===== src/rtl/vie_pkg.sv =====
// ----------------------------------------------------------------------------
// vie_pkg
// shared widths, register indexes, reset values and match progress codes
// for the vendor element locator
// ----------------------------------------------------------------------------
package vie_pkg;

  localparam int MAX_FRAME_BYTES_DEF = 4096;

  localparam int BYTE_W       = 8;
  localparam int CFG_DATA_W   = 24;
  localparam int CFG_INDEX_W  = 2;
  localparam int PAY_OFF_W    = 12;
  localparam int PAY_LEN_W    = 8;
  localparam int OUT_DATA_W   = 24;
  localparam int PROG_W       = 3;

  localparam logic [PAY_OFF_W-1:0] PAY_OFF_MAX = {PAY_OFF_W{1'b1}};

  typedef enum logic [CFG_INDEX_W-1:0] {
    REG_FIRST_OFFSET = 2'd0,
    REG_ELEMENT_ID   = 2'd1,
    REG_OUI          = 2'd2,
    REG_VENDOR_TYPE  = 2'd3
  } cfg_reg_t;

  localparam logic [7:0]  FIRST_OFFSET_RST = 8'd36;
  localparam logic [7:0]  ELEMENT_ID_RST   = 8'hDD;
  localparam logic [23:0] OUI_RST          = 24'hFA0BBC;
  localparam logic [7:0]  VENDOR_TYPE_RST  = 8'h0D;

  localparam logic [7:0]  MIN_ELEMENT_LEN  = 8'd4;

  // match progress: idle, candidate with k-1 body bytes matched, matched
  localparam logic [PROG_W-1:0] PROG_IDLE  = 3'd0;
  localparam logic [PROG_W-1:0] PROG_OUI0  = 3'd1;
  localparam logic [PROG_W-1:0] PROG_OUI1  = 3'd2;
  localparam logic [PROG_W-1:0] PROG_OUI2  = 3'd3;
  localparam logic [PROG_W-1:0] PROG_TYPE  = 3'd4;
  localparam logic [PROG_W-1:0] PROG_DONE  = 3'd5;

  typedef struct packed {
    logic                 found;
    logic [PAY_OFF_W-1:0] payload_offset;
    logic [PAY_LEN_W-1:0] payload_length;
  } result_t;

endpackage


===== src/rtl/vendor_ie_locator.sv =====
// output: the result is formed as the last byte is accepted and is registered on m_axis or in the skid entry
// throughput: one frame byte per cycle while the skid entry is empty, one result per frame
// the two-entry output buffer lets bytes flow while a result waits
// reset (rst, synchronous): registers back to defaults, walker cleared, buffer empty
// ----------------------------------------------------------------------------
// vendor_ie_locator
// walks the element list of a management frame byte by byte and reports the
// first vendor element that matches the configured id, oui and type
// ----------------------------------------------------------------------------
module vendor_ie_locator #(
  parameter int MAX_FRAME_BYTES = vie_pkg::MAX_FRAME_BYTES_DEF
) (
  input  logic                              clk,
  input  logic                              rst,
  input  logic                              cfg_we,
  input  logic [vie_pkg::CFG_INDEX_W-1:0]   cfg_index,
  input  logic [vie_pkg::CFG_DATA_W-1:0]    cfg_data,
  input  logic                              s_axis_tvalid,
  output logic                              s_axis_tready,
  input  logic [vie_pkg::BYTE_W-1:0]        s_axis_tdata,   // [7:0] frame_byte
  input  logic                              s_axis_tlast,   // last_byte
  output logic                              m_axis_tvalid,
  input  logic                              m_axis_tready,
  output logic [vie_pkg::OUT_DATA_W-1:0]    m_axis_tdata,   // [11:0] payload_offset,
                                                            // [19:12] payload_length
  output logic                              m_axis_tuser    // found
);
  import vie_pkg::*;

  localparam int POS_W = $clog2(MAX_FRAME_BYTES + 1);
  localparam int NES_W = $clog2(MAX_FRAME_BYTES + 257);
  localparam int CMP_W = (POS_W > PAY_OFF_W) ? POS_W : PAY_OFF_W;

  // configuration
  logic [7:0]  first_offset;
  logic [7:0]  element_id;
  logic [23:0] oui;
  logic [7:0]  vendor_type;

  always_ff @(posedge clk) begin
    if (rst) begin
      first_offset <= FIRST_OFFSET_RST;
      element_id   <= ELEMENT_ID_RST;
      oui          <= OUI_RST;
      vendor_type  <= VENDOR_TYPE_RST;
    end else if (cfg_we) begin
      unique case (cfg_reg_t'(cfg_index))
        REG_FIRST_OFFSET: first_offset <= cfg_data[7:0];
        REG_ELEMENT_ID:   element_id   <= cfg_data[7:0];
        REG_OUI:          oui          <= cfg_data;
        REG_VENDOR_TYPE:  vendor_type  <= cfg_data[7:0];
        default: ;
      endcase
    end
  end

  // walker state
  logic [POS_W-1:0]     byte_position, byte_position_next;
  logic [NES_W-1:0]     next_start, next_start_next;
  logic [7:0]           cur_id, cur_id_next;
  logic [7:0]           cur_len, cur_len_next;
  logic [PROG_W-1:0]    progress, progress_next;
  logic                 match_seen, match_seen_next;
  logic [POS_W-1:0]     match_offset, match_offset_next;
  logic [PAY_LEN_W-1:0] match_length, match_length_next;
  logic [NES_W-1:0]     match_end, match_end_next;

  logic             s_accept;
  logic             in_range;
  logic [7:0]       b;
  logic [NES_W-1:0] pos_w;
  logic [NES_W-1:0] start_cur;
  logic [7:0]       expected;
  logic             ok;
  logic [CMP_W-1:0] off_ext;
  result_t          result;

  assign s_accept = s_axis_tvalid && s_axis_tready;
  assign b        = s_axis_tdata;
  assign in_range = byte_position < POS_W'(MAX_FRAME_BYTES);
  assign pos_w    = NES_W'(byte_position);

  always_comb begin
    unique case (progress)
      PROG_OUI0: expected = oui[23:16];
      PROG_OUI1: expected = oui[15:8];
      PROG_OUI2: expected = oui[7:0];
      default:   expected = vendor_type;
    endcase
  end

  always_comb begin
    byte_position_next = byte_position;
    next_start_next    = next_start;
    cur_id_next        = cur_id;
    cur_len_next       = cur_len;
    progress_next      = progress;
    match_seen_next    = match_seen;
    match_offset_next  = match_offset;
    match_length_next  = match_length;
    match_end_next     = match_end;
    start_cur          = (byte_position == '0) ? NES_W'(first_offset) : next_start;

    if (in_range) begin
      byte_position_next = byte_position + POS_W'(1);
      next_start_next    = start_cur;
      if (!match_seen) begin
        priority if (pos_w == start_cur) begin
          cur_id_next   = b;
          progress_next = PROG_IDLE;
        end else if (pos_w == start_cur + NES_W'(1)) begin
          cur_len_next    = b;
          next_start_next = pos_w + NES_W'(1) + NES_W'(b);
          progress_next   = (cur_id == element_id && b >= MIN_ELEMENT_LEN) ?
                            PROG_OUI0 : PROG_IDLE;
        end else if (progress >= PROG_OUI0 && progress <= PROG_TYPE) begin
          if (b == expected) begin
            progress_next = progress + PROG_W'(1);
            if (progress == PROG_TYPE) begin
              match_seen_next   = 1'b1;
              match_offset_next = byte_position + POS_W'(1);
              match_length_next = cur_len - MIN_ELEMENT_LEN;
              match_end_next    = next_start;
            end
          end else begin
            progress_next = PROG_IDLE;
          end
        end else begin
          progress_next = progress;
        end
      end
    end

    ok      = in_range && match_seen_next && (match_end_next <= pos_w + NES_W'(1));
    off_ext = CMP_W'(match_offset_next);
    result.found          = ok;
    result.payload_offset = '0;
    result.payload_length = '0;
    if (ok) begin
      result.payload_offset = (off_ext > CMP_W'(PAY_OFF_MAX)) ? PAY_OFF_MAX :
                              off_ext[PAY_OFF_W-1:0];
      result.payload_length = match_length_next;
    end
  end

  always_ff @(posedge clk) begin
    if (rst || (s_accept && s_axis_tlast)) begin
      byte_position <= '0;
      next_start    <= '0;
      cur_id        <= '0;
      cur_len       <= '0;
      progress      <= PROG_IDLE;
      match_seen    <= 1'b0;
      match_offset  <= '0;
      match_length  <= '0;
      match_end     <= '0;
    end else if (s_accept) begin
      byte_position <= byte_position_next;
      next_start    <= next_start_next;
      cur_id        <= cur_id_next;
      cur_len       <= cur_len_next;
      progress      <= progress_next;
      match_seen    <= match_seen_next;
      match_offset  <= match_offset_next;
      match_length  <= match_length_next;
      match_end     <= match_end_next;
    end
  end

  // output register plus skid entry
  result_t out_q, skid_q;
  logic    out_valid, skid_valid;
  logic    push, pop;

  assign push          = s_accept && s_axis_tlast;
  assign pop           = out_valid && m_axis_tready;
  assign s_axis_tready = !skid_valid;

  always_ff @(posedge clk) begin
    if (rst) begin
      out_valid  <= 1'b0;
      skid_valid <= 1'b0;
    end else if (skid_valid) begin
      if (pop) begin
        skid_valid <= 1'b0;
      end
    end else if (push) begin
      if (!out_valid || pop) begin
        out_valid <= 1'b1;
      end else begin
        skid_valid <= 1'b1;
      end
    end else if (pop) begin
      out_valid <= 1'b0;
    end
  end

  always_ff @(posedge clk) begin
    if (skid_valid) begin
      if (pop) begin
        out_q <= skid_q;
      end
    end else if (push) begin
      if (!out_valid || pop) begin
        out_q <= result;
      end else begin
        skid_q <= result;
      end
    end
  end

  assign m_axis_tvalid = out_valid;
  assign m_axis_tuser  = out_q.found;
  assign m_axis_tdata  = {(OUT_DATA_W - PAY_OFF_W - PAY_LEN_W)'(0),
                          out_q.payload_length, out_q.payload_offset};

  a_skid_needs_out: assert property (@(posedge clk) disable iff (rst)
    skid_valid |-> out_valid)
    else $error("skid entry held while output register empty");

  a_seen_is_done: assert property (@(posedge clk) disable iff (rst)
    match_seen |-> (progress == PROG_DONE))
    else $error("match flagged without full oui and type match");

  a_pos_step: assert property (@(posedge clk) disable iff (rst)
    (s_accept && !s_axis_tlast && in_range) |=>
      (byte_position == $past(byte_position) + POS_W'(1)))
    else $error("byte position did not advance");

  a_not_found_zero: assert property (@(posedge clk) disable iff (rst)
    (out_valid && !out_q.found) |-> (m_axis_tdata == '0))
    else $error("not-found result carries nonzero payload fields");

  a_end_after_offset: assert property (@(posedge clk) disable iff (rst)
    match_seen |-> (NES_W'(match_offset) <= match_end))
    else $error("matched element ends before its payload");

endmodule

===== config.mk =====
export PLATFORM = sky130hd
export DESIGN_NAME = vendor_ie_locator
export DESIGN_NICKNAME = d
export VERILOG_FILES = /design/src/rtl/vie_pkg.sv /design/src/rtl/vendor_ie_locator.sv
export SDC_FILE = /design/constraint.sdc
export NUM_CORES = 1
export LEC_CHECK = 0
export BUFFER_PORTS_ARGS = -buffer_cell sky130_fd_sc_hd__clkbuf_2
export CAP_MARGIN = 15
export CORE_AREA = 5 5 140 142
export DETAILED_ROUTE_END_ITERATION = 6
export DIE_AREA = 0 0 145 147
export PLACE_DENSITY = 0.8
export SLEW_MARGIN = 10
export SYNTH_ARGS = -nofsm -noshare
export SYNTH_HDL_FRONTEND = slang
export SYNTH_SLANG_ARGS = --single-unit

===== constraint.sdc =====
create_clock -name clk -period 15.9 [get_ports clk]
set_clock_uncertainty 0.05 [all_clocks]
set_input_delay 0.795 -clock clk [delete_from_list [all_inputs] [get_ports clk]]
set_output_delay 0.795 -clock clk [all_outputs]
set_load 0.05 [all_outputs]

==> flow_summary_export.csv <==
group,metric,value,unit
status,run_status,"complete, no violations",
power_and_ir_drop,vdd_ir_drop_max,81.31,uV
drt,detail_route.iter0.violations,691,
yosys,number_of_synthesized_register_bits,172,
setup_path,timing.critical_path.to_type,"register",
yosys,synthArstFlopShare,0,
sta,final_period_minus_worst_setup_slack,7736,ps
clock_tree,total_clock_buffers_created_by_cts,17,
cells_and_area,seq_area,0.003864,sq mm
floorplanning,design.portCount,67,
placement,gp_routability_congestion,0.9435,
min_path,min_path_type,"register to register",
floorplanning,floorplan.die.width,145,um
cells_and_area,final_core_util,0.5850,
setup_path,setup.worst_path.class,"register to register",
sta,timing_max_transition_violations_final,0,
setup_path,worst_ep_arrival_time,7950,ps
clock_tree,cts_resized,0,
clock_tree,holdBufCountCts,0,
yosys,synthCells,1114,
floorplanning,floorplan.initialDensity,0.5386,
yosys,synth-edff-count,42,
setup_path,worstSetupStartpointType,"register",
cells_and_area,multiInputGateArea,0.005404,sq mm
grt,grt_usage,0.2328,
grt,antenna_violations_before_repair,0,
clock_tree,ctsHtreeMaxLevel,4,
floorplanning,floorplan.core_area,0.01833,sq mm
power_and_ir_drop,power_per_cell_area,95.67,mW/mm^2
placement,detailedPlacementHpwl,17.39,mm
cells_and_area,fill_cells,1599,
clock_tree,post_cts.repair.setup_buffers,0,
clock_tree,ctsLongestPathBuffers,2,
sta,setup-violations-final,0,
grt,grt_remaining_overflow,0,
grt,grt_pass1_vias,8093,
sta,grt_setup_unrepaired,"false",
drt,dr_total_vias,8165,
drt,detail-route-antenna-nets,0,
sta,period_share,0.4865,
yosys,synth-warning-count,0,
yosys,post_synth.cell_area_avg,8.863,sq um
yosys,synth.distinct_cells,84,
clock_tree,clock_tree_root_driver_cell,"sky130_fd_sc_hd__clkbuf_16",
cells_and_area,syn2layout_area_growth,8.605,%
floorplanning,area_enclosed_by_the_die_boundary,0.02132,sq mm
drt,routed_length_per_instance,18.12,um
power_and_ir_drop,leakagePower,0.004311,uW
drt,drc_violations_left,0,
grt,wire_length_of_the_first_global_routing_pass,41.13,mm
setup_path,crit_top_cell,"sky130_fd_sc_hd__ha_1",
clock_tree,clock_sinks,172,
floorplanning,chipHeight,147,um
sta,timing.final.hold_violations,0,
drt,routed_via_density,5.964,
clock_tree,clkLatencyLatePin,450,ps
cells_and_area,insertedDiodeCount,0,
clock_tree,cts_tree,"yes",
job,maxCapViolations,0,
setup_path,cp.required,16120,ps
setup_path,critPathMaxStageDelay,780,ps
sta,fin_setup_tns,0,ps
grt,grt_start_max_net_pins,73,
setup_path,cp_slowest_cell,"sky130_fd_sc_hd__nand3_1",
drt,routed_wirelength,24.80,mm
sta,max_slew.worst_pin.slew,1120,ps
yosys,synth_area,0.009873,sq mm
yosys,synth_ff_type,"sky130_fd_sc_hd__dfxtp_1",
cells_and_area,post_route_cells_drive_above_1_share,0.1339,
placement,place.port_buffers,62,
floorplanning,num_rows,50,
drt,drt_first_pass_iters,5,
cells_and_area,nets,1193,
yosys,synth-seq-area-share,0.3913,
sta,timing.slew.headroom,0.2532,
sta,fmax,129.3,MHz
clock_tree,clk_pin_slew_worst_setup_hold_paths,70,ps
setup_path,critPathMaxFanout,36,
[logic make-up after synthesis]
group | synth area share
XOR/XNOR | 0.05018
flip-flops | 0.3913
buffers and inverters | 0.06311
AND/OR/NAND/NOR | 0.2218
adder cells (fa/ha/maj) | 0.04005
other | 0.0003798
AO/OA/AOI/OAI | 0.1225
multiplexers | 0.1106
[worst paths after layout]
| kind | start | cells past startpoint | slack (ps) | end |
|---|---|---|---|---|
| worst max-delay path | byte_position[0]$_SDFFE_PP0P_ | 26 | 8160 | m_axis_tdata[5]$_DFFE_PP_ |
| worst min-delay path | vendor_type[1]$_SDFFE_PP0P_ | 2 | 410 | vendor_type[1]$_SDFFE_PP0P_ |
| worst min register to register | vendor_type[1]$_SDFFE_PP0P_ | 2 | 410 | vendor_type[1]$_SDFFE_PP0P_ |
| worst max register to register | byte_position[0]$_SDFFE_PP0P_ | 26 | 8160 | m_axis_tdata[5]$_DFFE_PP_ |
[placed cells by master (no fill, tap or decap), types with 6 or more instances in the layout]
master,instances
sky130_fd_sc_hd__mux2_2,13
sky130_fd_sc_hd__nand4_1,14
sky130_fd_sc_hd__nor2b_1,21
sky130_fd_sc_hd__buf_4,6
sky130_fd_sc_hd__nand3_1,24
sky130_fd_sc_hd__clkbuf_2,62
sky130_fd_sc_hd__inv_1,42
sky130_fd_sc_hd__nor2_1,138
sky130_fd_sc_hd__nand2b_1,8
sky130_fd_sc_hd__nor4_1,13
sky130_fd_sc_hd__xor2_1,29
sky130_fd_sc_hd__dfxtp_1,130
sky130_fd_sc_hd__clkbuf_16,17
sky130_fd_sc_hd__mux2_4,9
sky130_fd_sc_hd__nor3_1,10
sky130_fd_sc_hd__a21oi_1,43
sky130_fd_sc_hd__nand2_1,149
sky130_fd_sc_hd__a41oi_1,7
sky130_fd_sc_hd__o21a_1,8
sky130_fd_sc_hd__o21ai_1,16
sky130_fd_sc_hd__mux2i_1,81
sky130_fd_sc_hd__o21ai_0,32
sky130_fd_sc_hd__edfxtp_1,42
sky130_fd_sc_hd__a221oi_1,6
sky130_fd_sc_hd__ha_1,30
sky130_fd_sc_hd__xnor2_1,25
sky130_fd_sc_hd__and3_1,12
sky130_fd_sc_hd__nand3b_1,22
[flip-flops by register name, summed over array words and instances (netlist names)]
register       count
oui               24
skid_q            21
m_axis_tdata      20
byte_position     13
match_end         13
match_offset      13
next_start        13
cur_id             8
cur_len            8
element_id         8
first_offset       8
match_length       8
vendor_type        8
progress           3
m_axis_tuser       1
m_axis_tvalid      1
match_seen         1
skid_valid         1
[stage by stage]
| step | hold WS, ps | setup slack, ps | area (sq um) | cells | power (uW) |
|---|---|---|---|---|---|
| after CTS | 406.7 | 8319 | 10720 | 1369 | 1027 |
| after detailed placement | 396.7 | 8357 | 10080 | 1337 | 582.9 |
| after floorplan | 385.9 | 9880 | 9884 | 1117 | 553.6 |
| final | 408.7 | 8164 | 10720 | 1369 | 1026 |
| after global routing | 436.8 | 7513 | 10720 | 1369 | 1057 |
| after global placement | 393.1 | 8650 | 10080 | 1337 | 581.3 |
[Yosys cell counts, types with 5 or more instances]
cell / count / share of area
sky130_fd_sc_hd__buf_2: 9 / 0.0046
sky130_fd_sc_hd__mux2i_1: 81 / 0.082
sky130_fd_sc_hd__o21ai_0: 32 / 0.016
sky130_fd_sc_hd__buf_6: 7 / 0.0080
sky130_fd_sc_hd__o41ai_1: 5 / 0.0044
sky130_fd_sc_hd__ha_1: 30 / 0.038
sky130_fd_sc_hd__o21ai_1: 16 / 0.0081
sky130_fd_sc_hd__nor4_1: 13 / 0.0082
sky130_fd_sc_hd__dfxtp_1: 130 / 0.26
sky130_fd_sc_hd__nor3_1: 10 / 0.0051
sky130_fd_sc_hd__nand4_1: 14 / 0.0089
sky130_fd_sc_hd__and3_1: 12 / 0.0076
sky130_fd_sc_hd__a221oi_1: 6 / 0.0053
sky130_fd_sc_hd__o21ai_2: 5 / 0.0044
sky130_fd_sc_hd__mux2_2: 13 / 0.015
sky130_fd_sc_hd__nand2b_1: 9 / 0.0057
sky130_fd_sc_hd__edfxtp_1: 42 / 0.13
sky130_fd_sc_hd__nand3_1: 24 / 0.012
sky130_fd_sc_hd__nor2b_1: 21 / 0.013
sky130_fd_sc_hd__nand2_1: 149 / 0.057
sky130_fd_sc_hd__clkbuf_1: 52 / 0.020
sky130_fd_sc_hd__xnor2_1: 25 / 0.022
sky130_fd_sc_hd__nor2_1: 138 / 0.052
sky130_fd_sc_hd__a41oi_1: 7 / 0.0062
sky130_fd_sc_hd__xor2_1: 29 / 0.026
sky130_fd_sc_hd__buf_4: 8 / 0.0061
sky130_fd_sc_hd__o21a_1: 8 / 0.0061
sky130_fd_sc_hd__mux2_4: 9 / 0.014
sky130_fd_sc_hd__a211o_1: 5 / 0.0044
sky130_fd_sc_hd__nand3b_1: 22 / 0.017
sky130_fd_sc_hd__o211ai_1: 5 / 0.0038
sky130_fd_sc_hd__a21oi_1: 44 / 0.022
sky130_fd_sc_hd__inv_1: 42 / 0.016
[worst max-delay path, delay by kind of cell (launching register included)]
family | cells | cell delay, ps
AND/OR/NAND/NOR | 12 | 3770
AO/OA/AOI/OAI | 7 | 1360
adder cells (fa/ha/maj) | 3 | 740
multiplexers | 2 | 720
buffers and inverters | 2 | 470
flip-flops | 1 | 390
[layer usage]
layer | part of all wire | vias up | GRT usage | wire length (um)
met5 | 0 | - | 0 | 0
li1 | - | 3907 | - | -
met2 | 0.47 | 318 | 0.3745 | 11600
met4 | 0.024 | 0 | 0.08004 | 588
met1 | 0.43 | 3888 | 0.3095 | 10720
met3 | 0.076 | 52 | 0.05336 | 1888
[cell type report]
type	count	area share
well taps	234	0.02730
clock inverters	15	0.02054
repair buffers	68	0.03314
flip-flops and latches	172	0.3603
multi-input cells	820	0.5040
clock buffers	17	0.03967
inverters	43	0.01505
[power by group]
group	switching, uW	internal (uW)
Clock	206	244
Sequential	11.3	457
Combinational	70.4	36.7
Power figures use the tool's default switching activity.
